File: config.mk
export PLATFORM = sky130hd
export DESIGN_NAME = depth_pixel_backprojection
export DESIGN_NICKNAME = d
export VERILOG_FILES = /design/src/design/dpb_pkg.sv /design/src/design/dpb_position.sv /design/src/design/dpb_datapath.sv /design/src/design/dpb_ctrl.sv /design/src/design/depth_pixel_backprojection.sv
export SDC_FILE = /design/constraint.sdc
export NUM_CORES = 2
export LEC_CHECK = 0
export ABC_AREA = 0
export BUFFER_PORTS_ARGS = -buffer_cell sky130_fd_sc_hd__clkbuf_2
export CORE_MARGIN = 1
export CORE_UTILIZATION = 25
export CTS_CLUSTER_SIZE = 8
export DETAILED_ROUTE_END_ITERATION = 6
export GPL_TIMING_DRIVEN = 0
export PLACE_DENSITY_LB_ADDON = 0.2
export RECOVER_POWER = 50
export SKIP_CTS_REPAIR_TIMING = 1
export SLEW_MARGIN = 20
export SYNTH_ARGS = -nofsm -noshare
export SYNTH_HDL_FRONTEND = slang
export SYNTH_SLANG_ARGS = --single-unit
File: constraint.sdc
create_clock -name clk -period 9.9 [get_ports clk]
set_input_delay 0 -clock clk [delete_from_list [all_inputs] [get_ports clk]]
set_output_delay 0 -clock clk [all_outputs]
set_load 0.005 [all_outputs]
File: src/design/dpb_pkg.sv
// ----------------------------------------------------------------------------
// dpb_pkg
// shared widths, constants, register codes and control types for the depth
// pixel back-projection block
// ----------------------------------------------------------------------------
package dpb_pkg;

  // field widths
  localparam int DEPTH_W    = 16;
  localparam int COLOR_W    = 8;
  localparam int LABEL_W    = 8;
  localparam int PRIN_W     = 15;
  localparam int INVF_W     = 24;
  localparam int STRIDE_W   = 4;
  localparam int LIMIT_W    = 11;
  localparam int PX_W       = 16;
  localparam int PY_W       = 13;
  localparam int PZ_W       = 13;
  localparam int RGB_W      = 24;
  localparam int PIXPOS_W   = 10;
  localparam int CFG_IDX_W  = 3;
  localparam int CFG_DATA_W = 24;

  // fixed point: 5 fraction bits of position plus 24 of reciprocal focal
  localparam int FRAC_SHIFT = 29;
  localparam int POS_FRAC   = 5;

  // one phase counter per possible stride value
  localparam int MAX_STRIDE = 15;
  localparam int PHASE_W    = 4;

  localparam int DEF_MAX_COLUMNS = 1024;
  localparam int DEF_MAX_ROWS    = 1024;

  // register reset values
  localparam logic [PRIN_W-1:0]   RST_PRINCIPAL_X = 15'd10274;
  localparam logic [PRIN_W-1:0]   RST_PRINCIPAL_Y = 15'd7502;
  localparam logic [INVF_W-1:0]   RST_INV_FOCAL_X = 24'd68491;
  localparam logic [INVF_W-1:0]   RST_INV_FOCAL_Y = 24'd68491;
  localparam logic [STRIDE_W-1:0] RST_STRIDE      = 4'd4;
  localparam logic [LIMIT_W-1:0]  RST_VALID_ROWS  = 11'd384;
  localparam logic [LIMIT_W-1:0]  RST_ROW_WIDTH   = 11'd640;
  localparam logic [DEPTH_W-1:0]  RST_MAX_DEPTH   = 16'd6144;

  // acceptance limits
  localparam logic [LABEL_W-1:0]   LABEL_MAX = 8'd200;
  localparam logic signed [PX_W-1:0] Y_LOW   = -16'sd3072;
  localparam logic signed [PX_W-1:0] Y_HIGH  = 16'sd512;
  localparam logic [DEPTH_W-1:0]   Z_HIGH    = 16'd5120;
  localparam logic signed [PX_W-1:0] SAT_POS = 16'sd32767;
  localparam logic signed [PX_W-1:0] SAT_NEG = -16'sd32768;

  typedef enum logic [CFG_IDX_W-1:0] {
    CFG_PRINCIPAL_X = 3'd0,
    CFG_PRINCIPAL_Y = 3'd1,
    CFG_INV_FOCAL_X = 3'd2,
    CFG_INV_FOCAL_Y = 3'd3,
    CFG_STRIDE      = 3'd4,
    CFG_VALID_ROWS  = 3'd5,
    CFG_ROW_WIDTH   = 3'd6,
    CFG_MAX_DEPTH   = 3'd7
  } cfg_reg_t;

  typedef enum logic [2:0] {
    ST_IDLE,
    ST_MAG,
    ST_MUL_X,
    ST_MUL_XY,
    ST_MUL_Y,
    ST_EMIT
  } dpb_state_t;

  typedef struct packed {
    logic load_item;
    logic load_mag;
    logic mul_a_en;
    logic mul_a_sel_y;
    logic mul_b_en;
    logic mul_b_sel_y;
    logic take_x;
    logic load_out;
  } dpb_cmd_t;

  typedef struct packed {
    logic keep;
    logic y_ok;
    logic out_busy;
  } dpb_status_t;

endpackage

File: src/design/dpb_position.sv
// ----------------------------------------------------------------------------
// dpb_position
// raster column and row counters with per-stride phase counters
// ----------------------------------------------------------------------------
module dpb_position #(
  parameter int MAX_COLUMNS = dpb_pkg::DEF_MAX_COLUMNS,
  parameter int MAX_ROWS    = dpb_pkg::DEF_MAX_ROWS
) (
  input  logic                          clk,
  input  logic                          rst_n,
  input  logic                          advance,
  input  logic                          frame_start,
  input  logic [dpb_pkg::STRIDE_W-1:0]  stride,
  input  logic [dpb_pkg::LIMIT_W-1:0]   row_width,
  output logic [$clog2(MAX_COLUMNS)-1:0] cur_col,
  output logic [$clog2(MAX_ROWS)-1:0]    cur_row,
  output logic                          col_hit,
  output logic                          row_hit
);
  import dpb_pkg::*;

  localparam int CW    = $clog2(MAX_COLUMNS);
  localparam int RW    = $clog2(MAX_ROWS);
  localparam int MW    = (CW > RW) ? CW : RW;
  localparam int CMPW  = ((MW > LIMIT_W) ? MW : LIMIT_W) + 1;

  logic [CW-1:0]      col_r, col_nxt;
  logic [RW-1:0]      row_r, row_nxt;
  logic [PHASE_W-1:0] col_ph_r   [1:MAX_STRIDE];
  logic [PHASE_W-1:0] col_ph_nxt [1:MAX_STRIDE];
  logic [PHASE_W-1:0] row_ph_r   [1:MAX_STRIDE];
  logic [PHASE_W-1:0] row_ph_nxt [1:MAX_STRIDE];
  logic [PHASE_W-1:0] cur_cph    [1:MAX_STRIDE];
  logic [PHASE_W-1:0] cur_rph    [1:MAX_STRIDE];
  logic [CMPW-1:0]    col_inc, row_inc;
  logic               col_wrap, row_wrap;
  logic [STRIDE_W-1:0] stride_sel;

  assign cur_col  = frame_start ? '0 : col_r;
  assign cur_row  = frame_start ? '0 : row_r;
  assign col_inc  = CMPW'(cur_col) + CMPW'(1);
  assign row_inc  = CMPW'(cur_row) + CMPW'(1);
  assign col_wrap = (col_inc >= CMPW'(row_width)) || (col_inc >= CMPW'(MAX_COLUMNS));
  assign row_wrap = row_inc >= CMPW'(MAX_ROWS);

  assign col_nxt = col_wrap ? '0 : col_inc[CW-1:0];
  assign row_nxt = col_wrap ? (row_wrap ? '0 : row_inc[RW-1:0]) : cur_row;

  // phase k tracks position modulo k
  always_comb begin
    for (int k = 1; k <= MAX_STRIDE; k++) begin
      cur_cph[k] = frame_start ? '0 : col_ph_r[k];
      cur_rph[k] = frame_start ? '0 : row_ph_r[k];
      if (col_wrap) begin
        col_ph_nxt[k] = '0;
        if (row_wrap || cur_rph[k] == PHASE_W'(k - 1)) begin
          row_ph_nxt[k] = '0;
        end else begin
          row_ph_nxt[k] = cur_rph[k] + PHASE_W'(1);
        end
      end else begin
        col_ph_nxt[k] = (cur_cph[k] == PHASE_W'(k - 1)) ? '0 : cur_cph[k] + PHASE_W'(1);
        row_ph_nxt[k] = cur_rph[k];
      end
    end
  end

  // zero stride behaves as one
  assign stride_sel = (stride == '0) ? STRIDE_W'(1) : stride;
  assign col_hit    = cur_cph[stride_sel] == '0;
  assign row_hit    = cur_rph[stride_sel] == '0;

  always_ff @(posedge clk) begin
    if (!rst_n) begin
      col_r <= '0;
      row_r <= '0;
      for (int k = 1; k <= MAX_STRIDE; k++) begin
        col_ph_r[k] <= '0;
        row_ph_r[k] <= '0;
      end
    end else if (advance) begin
      col_r <= col_nxt;
      row_r <= row_nxt;
      for (int k = 1; k <= MAX_STRIDE; k++) begin
        col_ph_r[k] <= col_ph_nxt[k];
        row_ph_r[k] <= row_ph_nxt[k];
      end
    end
  end

endmodule

File: src/design/dpb_datapath.sv
// ----------------------------------------------------------------------------
// dpb_datapath
// pixel capture, offset magnitude, two-step shared multiply, saturation and
// the output register
// ----------------------------------------------------------------------------
module dpb_datapath #(
  parameter int MAX_COLUMNS = dpb_pkg::DEF_MAX_COLUMNS,
  parameter int MAX_ROWS    = dpb_pkg::DEF_MAX_ROWS
) (
  input  logic                             clk,
  input  logic                             rst_n,
  input  dpb_pkg::dpb_cmd_t                cmd,
  output dpb_pkg::dpb_status_t             status,
  input  logic [dpb_pkg::DEPTH_W-1:0]      depth_q,
  input  logic [dpb_pkg::COLOR_W-1:0]      red,
  input  logic [dpb_pkg::COLOR_W-1:0]      green,
  input  logic [dpb_pkg::COLOR_W-1:0]      blue,
  input  logic [dpb_pkg::LABEL_W-1:0]      seg_label,
  input  logic [$clog2(MAX_COLUMNS)-1:0]   cur_col,
  input  logic [$clog2(MAX_ROWS)-1:0]      cur_row,
  input  logic                             col_hit,
  input  logic                             row_hit,
  input  logic [dpb_pkg::PRIN_W-1:0]       principal_x,
  input  logic [dpb_pkg::PRIN_W-1:0]       principal_y,
  input  logic [dpb_pkg::INVF_W-1:0]       inv_focal_x,
  input  logic [dpb_pkg::INVF_W-1:0]       inv_focal_y,
  input  logic [dpb_pkg::LIMIT_W-1:0]      valid_rows,
  input  logic [dpb_pkg::DEPTH_W-1:0]      depth_ceiling,
  input  logic                             out_ready,
  output logic                             out_valid,
  output logic signed [dpb_pkg::PX_W-1:0]  point_x,
  output logic signed [dpb_pkg::PY_W-1:0]  point_y,
  output logic [dpb_pkg::PZ_W-1:0]         point_z,
  output logic [dpb_pkg::RGB_W-1:0]        packed_rgb,
  output logic [dpb_pkg::LABEL_W-1:0]      point_label,
  output logic [dpb_pkg::PIXPOS_W-1:0]     pixel_col,
  output logic [dpb_pkg::PIXPOS_W-1:0]     pixel_row
);
  import dpb_pkg::*;

  localparam int CW    = $clog2(MAX_COLUMNS);
  localparam int RW    = $clog2(MAX_ROWS);
  localparam int MW    = (CW > RW) ? CW : RW;
  localparam int CMPW  = ((RW > LIMIT_W) ? RW : LIMIT_W) + 1;
  localparam int MAGW  = (MW + POS_FRAC > PRIN_W) ? MW + POS_FRAC : PRIN_W;
  localparam int PA_W  = MAGW + DEPTH_W;
  localparam int PB_W  = PA_W + INVF_W;
  localparam int QW    = PB_W - FRAC_SHIFT;

  // captured item
  logic [DEPTH_W-1:0] depth_r;
  logic [RGB_W-1:0]   rgb_r;
  logic [LABEL_W-1:0] label_r;
  logic [CW-1:0]      col_r;
  logic [RW-1:0]      row_r;
  logic               keep_r;
  logic               keep;

  // arithmetic
  logic [MAGW:0]      off_x, off_y;
  logic [MAGW-1:0]    mag_x_r, mag_y_r;
  logic               neg_x_r, neg_y_r;
  logic [PA_W-1:0]    prod_a_r;
  logic [PB_W-1:0]    prod_b_r;
  logic [QW-1:0]      quot;
  logic               neg_sel;
  logic signed [PX_W-1:0] sat;
  logic signed [PX_W-1:0] x_r;

  // output register
  logic                   out_valid_r;
  logic signed [PX_W-1:0] out_x_r;
  logic signed [PY_W-1:0] out_y_r;
  logic [PZ_W-1:0]        out_z_r;
  logic [RGB_W-1:0]       out_rgb_r;
  logic [LABEL_W-1:0]     out_label_r;
  logic [PIXPOS_W-1:0]    out_col_r, out_row_r;

  // every drop condition except the y bounds is known at capture
  assign keep = col_hit && row_hit && (CMPW'(cur_row) < CMPW'(valid_rows)) &&
                (depth_q != '0) && (depth_q < depth_ceiling) && (depth_q <= Z_HIGH) &&
                (seg_label != '0) && (seg_label <= LABEL_MAX);

  always_ff @(posedge clk) begin
    if (cmd.load_item) begin
      depth_r <= depth_q;
      rgb_r   <= {red, green, blue};
      label_r <= seg_label;
      col_r   <= cur_col;
      row_r   <= cur_row;
      keep_r  <= keep;
    end
  end

  // signed offset pos*32 - principal, kept as sign and magnitude
  assign off_x = ((MAGW + 1)'(col_r) << POS_FRAC) - (MAGW + 1)'(principal_x);
  assign off_y = ((MAGW + 1)'(row_r) << POS_FRAC) - (MAGW + 1)'(principal_y);

  always_ff @(posedge clk) begin
    if (cmd.load_mag) begin
      neg_x_r <= off_x[MAGW];
      neg_y_r <= off_y[MAGW];
      mag_x_r <= off_x[MAGW] ? MAGW'(-off_x) : off_x[MAGW-1:0];
      mag_y_r <= off_y[MAGW] ? MAGW'(-off_y) : off_y[MAGW-1:0];
    end
  end

  // magnitude times depth, then times reciprocal focal
  always_ff @(posedge clk) begin
    if (cmd.mul_a_en) begin
      prod_a_r <= PA_W'(cmd.mul_a_sel_y ? mag_y_r : mag_x_r) * PA_W'(depth_r);
    end
    if (cmd.mul_b_en) begin
      prod_b_r <= PB_W'(prod_a_r) * PB_W'(cmd.mul_b_sel_y ? inv_focal_y : inv_focal_x);
    end
  end

  // truncate toward zero and saturate
  assign quot    = prod_b_r[PB_W-1:FRAC_SHIFT];
  assign neg_sel = cmd.take_x ? neg_x_r : neg_y_r;

  always_comb begin
    if (!neg_sel) begin
      sat = (quot > QW'(32767)) ? SAT_POS : PX_W'(quot);
    end else begin
      sat = (quot > QW'(32768)) ? SAT_NEG : -PX_W'(quot);
    end
  end

  always_ff @(posedge clk) begin
    if (cmd.take_x) begin
      x_r <= sat;
    end
  end

  assign status.keep     = keep_r;
  assign status.y_ok     = (sat >= Y_LOW) && (sat <= Y_HIGH);
  assign status.out_busy = out_valid_r && !out_ready;

  always_ff @(posedge clk) begin
    if (!rst_n) begin
      out_valid_r <= 1'b0;
    end else if (cmd.load_out) begin
      out_valid_r <= 1'b1;
    end else if (out_ready) begin
      out_valid_r <= 1'b0;
    end
  end

  always_ff @(posedge clk) begin
    if (cmd.load_out) begin
      out_x_r     <= x_r;
      out_y_r     <= sat[PY_W-1:0];
      out_z_r     <= depth_r[PZ_W-1:0];
      out_rgb_r   <= rgb_r;
      out_label_r <= label_r;
      out_col_r   <= PIXPOS_W'(col_r);
      out_row_r   <= PIXPOS_W'(row_r);
    end
  end

  assign out_valid   = out_valid_r;
  assign point_x     = out_x_r;
  assign point_y     = out_y_r;
  assign point_z     = out_z_r;
  assign packed_rgb  = out_rgb_r;
  assign point_label = out_label_r;
  assign pixel_col   = out_col_r;
  assign pixel_row   = out_row_r;

endmodule

File: src/design/dpb_ctrl.sv
// ----------------------------------------------------------------------------
// dpb_ctrl
// sequencer for one pixel: capture, offsets, shared multiply steps, emit
// ----------------------------------------------------------------------------
module dpb_ctrl (
  input  logic                 clk,
  input  logic                 rst_n,
  input  logic                 in_valid,
  output logic                 in_ready,
  input  dpb_pkg::dpb_status_t status,
  output dpb_pkg::dpb_cmd_t    cmd
);
  import dpb_pkg::*;

  dpb_state_t state_r, state_nxt;

  always_ff @(posedge clk) begin
    if (!rst_n) begin
      state_r <= ST_IDLE;
    end else begin
      state_r <= state_nxt;
    end
  end

  always_comb begin
    state_nxt = state_r;
    case (state_r)
      ST_IDLE: begin
        if (in_valid) state_nxt = ST_MAG;
      end
      ST_MAG: begin
        state_nxt = status.keep ? ST_MUL_X : ST_IDLE;
      end
      ST_MUL_X:  state_nxt = ST_MUL_XY;
      ST_MUL_XY: state_nxt = ST_MUL_Y;
      ST_MUL_Y:  state_nxt = ST_EMIT;
      ST_EMIT: begin
        if (!status.y_ok || !status.out_busy) state_nxt = ST_IDLE;
      end
      default: state_nxt = ST_IDLE;
    endcase
  end

  always_comb begin
    cmd      = '0;
    in_ready = 1'b0;
    case (state_r)
      ST_IDLE: begin
        in_ready      = 1'b1;
        cmd.load_item = in_valid;
      end
      ST_MAG: begin
        cmd.load_mag = 1'b1;
      end
      ST_MUL_X: begin
        cmd.mul_a_en = 1'b1;
      end
      ST_MUL_XY: begin
        cmd.mul_b_en    = 1'b1;
        cmd.mul_a_en    = 1'b1;
        cmd.mul_a_sel_y = 1'b1;
      end
      ST_MUL_Y: begin
        cmd.mul_b_en    = 1'b1;
        cmd.mul_b_sel_y = 1'b1;
        cmd.take_x      = 1'b1;
      end
      ST_EMIT: begin
        cmd.load_out = status.y_ok && !status.out_busy;
      end
      default: begin
        cmd = '0;
      end
    endcase
  end

endmodule

File: src/design/depth_pixel_backprojection.sv
// ----------------------------------------------------------------------------
// depth_pixel_backprojection
// back-projects sampled depth-map pixels into 3d points with color and label
// ----------------------------------------------------------------------------
// usage
//   in_*  : one depth pixel per beat in raster order, with color, label and
//           frame_start (this beat is row 0 column 0)
//   out_* : one point per kept pixel, x/y/z in 1/1024 m, packed rgb, label
//           and source position
//   cfg_* : register writes, always ready, to be sent only while no pixel
//           is in flight
// timing
//   a pixel dropped by stride, row, depth or label checks frees the input
//   after its offset step; any other pixel holds it through the offset step,
//   the shared two-step multiplier that serves x and then y, and its emit
//   step, where a point inside the y bounds is loaded into the output register
// stalls
//   the output register holds a point while out_ready is low; the next pixel
//   is still taken and worked on, and waits only at its own emit step
// reset
//   rst_n (synchronous) restores register defaults, zeroes the counters and
//   clears the output valid
// ----------------------------------------------------------------------------
module depth_pixel_backprojection #(
  parameter int MAX_COLUMNS = dpb_pkg::DEF_MAX_COLUMNS,
  parameter int MAX_ROWS    = dpb_pkg::DEF_MAX_ROWS
) (
  input  logic                               clk,
  input  logic                               rst_n,
  // pixel channel
  input  logic                               in_valid,
  output logic                               in_ready,
  input  logic [dpb_pkg::DEPTH_W-1:0]        in_depth_q,
  input  logic [dpb_pkg::COLOR_W-1:0]        in_red,
  input  logic [dpb_pkg::COLOR_W-1:0]        in_green,
  input  logic [dpb_pkg::COLOR_W-1:0]        in_blue,
  input  logic [dpb_pkg::LABEL_W-1:0]        in_seg_label,
  input  logic                               in_frame_start,
  // point channel
  output logic                               out_valid,
  input  logic                               out_ready,
  output logic signed [dpb_pkg::PX_W-1:0]    out_point_x,
  output logic signed [dpb_pkg::PY_W-1:0]    out_point_y,
  output logic [dpb_pkg::PZ_W-1:0]           out_point_z,
  output logic [dpb_pkg::RGB_W-1:0]          out_packed_rgb,
  output logic [dpb_pkg::LABEL_W-1:0]        out_point_label,
  output logic [dpb_pkg::PIXPOS_W-1:0]       out_pixel_col,
  output logic [dpb_pkg::PIXPOS_W-1:0]       out_pixel_row,
  // register write channel
  input  logic                               cfg_valid,
  output logic                               cfg_ready,
  input  logic [dpb_pkg::CFG_IDX_W-1:0]      cfg_index,
  input  logic [dpb_pkg::CFG_DATA_W-1:0]     cfg_data
);
  import dpb_pkg::*;

  localparam int CW = $clog2(MAX_COLUMNS);
  localparam int RW = $clog2(MAX_ROWS);

  // configuration registers
  logic [PRIN_W-1:0]   principal_x_r, principal_y_r;
  logic [INVF_W-1:0]   inv_focal_x_r, inv_focal_y_r;
  logic [STRIDE_W-1:0] stride_r;
  logic [LIMIT_W-1:0]  valid_rows_r, row_width_r;
  logic [DEPTH_W-1:0]  depth_ceiling_r;

  dpb_cmd_t    cmd;
  dpb_status_t status;

  logic [CW-1:0] cur_col;
  logic [RW-1:0] cur_row;
  logic          col_hit, row_hit;

  // writes are never back-pressured
  assign cfg_ready = 1'b1;

  // each write keeps the low bits that fit the register
  always_ff @(posedge clk) begin
    if (!rst_n) begin
      principal_x_r   <= RST_PRINCIPAL_X;
      principal_y_r   <= RST_PRINCIPAL_Y;
      inv_focal_x_r   <= RST_INV_FOCAL_X;
      inv_focal_y_r   <= RST_INV_FOCAL_Y;
      stride_r        <= RST_STRIDE;
      valid_rows_r    <= RST_VALID_ROWS;
      row_width_r     <= RST_ROW_WIDTH;
      depth_ceiling_r <= RST_MAX_DEPTH;
    end else if (cfg_valid && cfg_ready) begin
      case (cfg_reg_t'(cfg_index))
        CFG_PRINCIPAL_X: principal_x_r   <= cfg_data[PRIN_W-1:0];
        CFG_PRINCIPAL_Y: principal_y_r   <= cfg_data[PRIN_W-1:0];
        CFG_INV_FOCAL_X: inv_focal_x_r   <= cfg_data[INVF_W-1:0];
        CFG_INV_FOCAL_Y: inv_focal_y_r   <= cfg_data[INVF_W-1:0];
        CFG_STRIDE:      stride_r        <= cfg_data[STRIDE_W-1:0];
        CFG_VALID_ROWS:  valid_rows_r    <= cfg_data[LIMIT_W-1:0];
        CFG_ROW_WIDTH:   row_width_r     <= cfg_data[LIMIT_W-1:0];
        CFG_MAX_DEPTH:   depth_ceiling_r <= cfg_data[DEPTH_W-1:0];
        default: begin
        end
      endcase
    end
  end

  // raster position, advanced on every accepted pixel
  dpb_position #(
    .MAX_COLUMNS (MAX_COLUMNS),
    .MAX_ROWS    (MAX_ROWS)
  ) u_position (
    .clk         (clk),
    .rst_n       (rst_n),
    .advance     (cmd.load_item),
    .frame_start (in_frame_start),
    .stride      (stride_r),
    .row_width   (row_width_r),
    .cur_col     (cur_col),
    .cur_row     (cur_row),
    .col_hit     (col_hit),
    .row_hit     (row_hit)
  );

  // per-pixel sequencer
  dpb_ctrl u_ctrl (
    .clk      (clk),
    .rst_n    (rst_n),
    .in_valid (in_valid),
    .in_ready (in_ready),
    .status   (status),
    .cmd      (cmd)
  );

  // arithmetic and output register
  dpb_datapath #(
    .MAX_COLUMNS (MAX_COLUMNS),
    .MAX_ROWS    (MAX_ROWS)
  ) u_datapath (
    .clk           (clk),
    .rst_n         (rst_n),
    .cmd           (cmd),
    .status        (status),
    .depth_q       (in_depth_q),
    .red           (in_red),
    .green         (in_green),
    .blue          (in_blue),
    .seg_label     (in_seg_label),
    .cur_col       (cur_col),
    .cur_row       (cur_row),
    .col_hit       (col_hit),
    .row_hit       (row_hit),
    .principal_x   (principal_x_r),
    .principal_y   (principal_y_r),
    .inv_focal_x   (inv_focal_x_r),
    .inv_focal_y   (inv_focal_y_r),
    .valid_rows    (valid_rows_r),
    .depth_ceiling (depth_ceiling_r),
    .out_ready     (out_ready),
    .out_valid     (out_valid),
    .point_x       (out_point_x),
    .point_y       (out_point_y),
    .point_z       (out_point_z),
    .packed_rgb    (out_packed_rgb),
    .point_label   (out_point_label),
    .pixel_col     (out_pixel_col),
    .pixel_row     (out_pixel_row)
  );

endmodule

==> impl_metrics.csv <==
group,metric,value,unit
status,status,"finished, violations left",
status,violations,"design-rule violations, negative hold slack, max-capacitance violations, max-slew violations",
timing,whs,-0.03817,ns
timing,fmax,105.0,MHz
placed_design,hpwl,154400,um
timing,post-route-min-period,9.524,ns
critical_path,slowest_delay,0.57,ns
timing,hold_violations,7,
floorplan,dieArea,225200,um^2
finish,syn2layout_area_growth,14.21,%
critical_path,cpMaxStageDelayCell,"fa_1",
worst_hold_path,hp-class,"in2reg",
clock_tree,cts_tree,"built",
floorplan,die_h,474.6,um
synth,syn_nets,7047,
routing,via_count,41500,
grt,grtUsageTotal,0.1720,
critical_path,cpMostUsedCell,"fa_1",
job,drv_cap,2,
grt,grt_remaining_overflow,0,
timing,fin_skew,0.03694,ns
timing,rsz0062_at_grt,"no",
clock_tree,htreeDepth,3,
synth,synth_area_per_cell,9.685,um^2
placed_design,port_buffers,169,
timing,slew_headroom,-1.219,
synth,synth-edff-count,388,
synth,synthesis.area,55830,um^2
clock_tree,clkSinkCount,532,
synth,synth_area_leaders,"fa_1 (29%), edfxtp_1 (21%), ha_1 (8.7%), inv_1 (6.5%), nand2_1 (5.9%)",
synth,yosys_warnings,0,
synth,ys_seq_area_frac,0.2603,
routing,drc,2,
critical_path,worst-path-max-fanout,10,
synth,async_reset_ff_frac,0,
critical_path,worstSetupPathType,"reg2reg",
finish,fillers,23772,
routing,drt_iter0_drc,2845,
placed_design,dp_slack,-2.013,ns
floorplan,initial_utilization,0.2514,
critical_path,cp.required,10.32,ns
grt,antenna_found_initial,15,
finish,final_util,0.2871,
timing,final-setup-viol-count,0,
timing,post-route-period-util,0.9620,
clock_tree,cts_buffer_depth,3,
synth,synth_top_area_share,0.2922,
synth,synth.largest_area_cell,"fa_1",
clock_tree,cts_root_buffer,"clkbuf_16",
floorplan,coreArea,222100,um^2
finish,fin_cells,9131,
routing,drt-vias-per-instance,4.545,
critical_path,critPathCaptureType,"register",
timing,setup_slack,0.3762,ns
grt,grt_pass1_wl,285300,um
synth,yosysUniqueCellTypes,76,
timing,worst_pin_slew,3.329,ns
routing,dr.pass1.iters,7,
finish,drive_gt1_frac,0.05005,
placed_design,gp_congestion,0.8906,
floorplan,placementRows,173,
clock_tree,path_clk_slew,0.05,ns
clock_tree,clk_latency,0.69,ns
floorplan,die_w,474.6,um
grt,grt_pass1_vias,42545,
grt,grt_max_degree,79,
synth,synth_seq_cells,532,
critical_path,startpoint_type,"register",
clock_tree,cts-buffers-inserted,79,
placed_design,dp.cells,8921,
synth,yosys_most_used_dff,"edfxtp_1",
synth,synthesis.instances,5765,
routing,ant_nets,0,
routing,wl_per_cell,21.17,um
routing,routed_wl,193300,um
critical_path,worstPathArrival,9.94,ns
timing,slew_violations,80,
finish,fin_nets,7389,
floorplan,top_level_ports,178,
[state kept, by name, indices dropped and copies added (netlist names), 24 cells and up]
| name | cells |
|---|---|
| u_datapath.prod_a_r | 31 |
| u_datapath.rgb_r | 24 |
| u_position.row_ph_r | 60 |
| inv_focal_x_r | 24 |
| inv_focal_y_r | 24 |
| u_datapath.prod_b_r | 26 |
| u_datapath.packed_rgb | 24 |
| u_position.col_ph_r | 60 |
[final cells by class]
class / count / area (um^2) / area share
flip-flops and latches: 532 / 14540 / 0.2280
repair buffers: 261 / 1735 / 0.02721
plain buffers: 265 / 1069 / 0.01676
multi-input cells: 3994 / 36710 / 0.5757
diodes: 2 / 5.005 / 0.00007848
clock buffers: 118 / 2197 / 0.03445
inverters: 974 / 3665 / 0.05747
well taps: 2975 / 3722 / 0.05837
clock inverters: 10 / 123.9 / 0.001942
[final timing paths]
path                          start                 endpoint  slack, ns  depth (start not counted)
setup / recovery  u_ctrl.state_r[2]  u_datapath.prod_b_r[54]       0.38                         29
hold / removal         cfg_index[1]           row_width_r[2]      -0.04                          5
setup reg to reg  u_ctrl.state_r[2]  u_datapath.prod_b_r[54]       0.38                         29
hold reg to reg   u_datapath.x_r[0]    u_datapath.point_x[0]       0.40                          0
[cells by family (layout without fill, tap and decap cells)]
logic type               count (synthesis)  after routing  synth area share
AO/OA/AOI/OAI                          593            593           0.06905
XOR/XNOR                               131            131           0.02055
adder cells (fa/ha/maj)               1201           1201            0.3787
buffers and inverters                 1239           1628           0.08368
flip-flops                             532            532            0.2603
multiplexers                            56             56           0.01091
other                                    1              3        0.00006717
AND/OR/NAND/NOR                       2012           2012            0.1767
[cells in the final DEF, fill, tap and decap left out, types with 98 or more instances in the layout]
cell type / count
clkbuf_1: 324
fa_1: 815
inv_1: 972
nand3_1: 98
nor2_1: 173
dfxtp_1: 143
o21ai_0: 100
edfxtp_1: 388
nor2b_1: 185
nand2_1: 879
ha_1: 386
a21oi_1: 172
and2_1: 400
clkbuf_2: 125
[cell usage after synthesis (85+ instances only)]
cell type,n
dfxtp_1,144
nand2_1,880
a21oi_1,172
nand3_1,98
o21ai_0,100
nor2b_1,185
nor2_1,174
xnor2_1,93
a21boi_0,85
inv_1,974
edfxtp_1,388
clkbuf_1,243
ha_1,386
fa_1,815
and2_1,401
[worst max-delay path: cells and delay by family, from the launching register on]
kind / cells / cell delay [ns]
AOI/OAI and AO/OA: 4 / 0.96
adders and majority gates: 8 / 3.99
DFF: 1 / 0.45
muxes: 1 / 0.43
buffers and inverters: 8 / 1.39
xor gates and xnor gates: 1 / 0.12
and+or+nand+nor: 7 / 1.89
[through the flow]
step           area [um^2]  setup TNS, ns
2_1_floorplan        55830              0
3_3_place_gp         60400        -374.24
3_5_place_dp         60700         -32.59
4_1_cts              63030         -33.40
5_1_grt              63760              0
6_report             63770              0
[layer usage]
metal / share of wire / vias to the layer above / track usage
met3: 0.055 / 261 / 0.02302
met4: 0.033 / 4 / 0.05384
met5: 0.00012 / - / 0
met1: 0.43 / 21159 / 0.2253
met2: 0.48 / 1155 / 0.2913
li1: - / 18921 / -
Power is not shown: default switching activity piles up to over one toggle a cycle in this logic, so the estimate is an artifact.
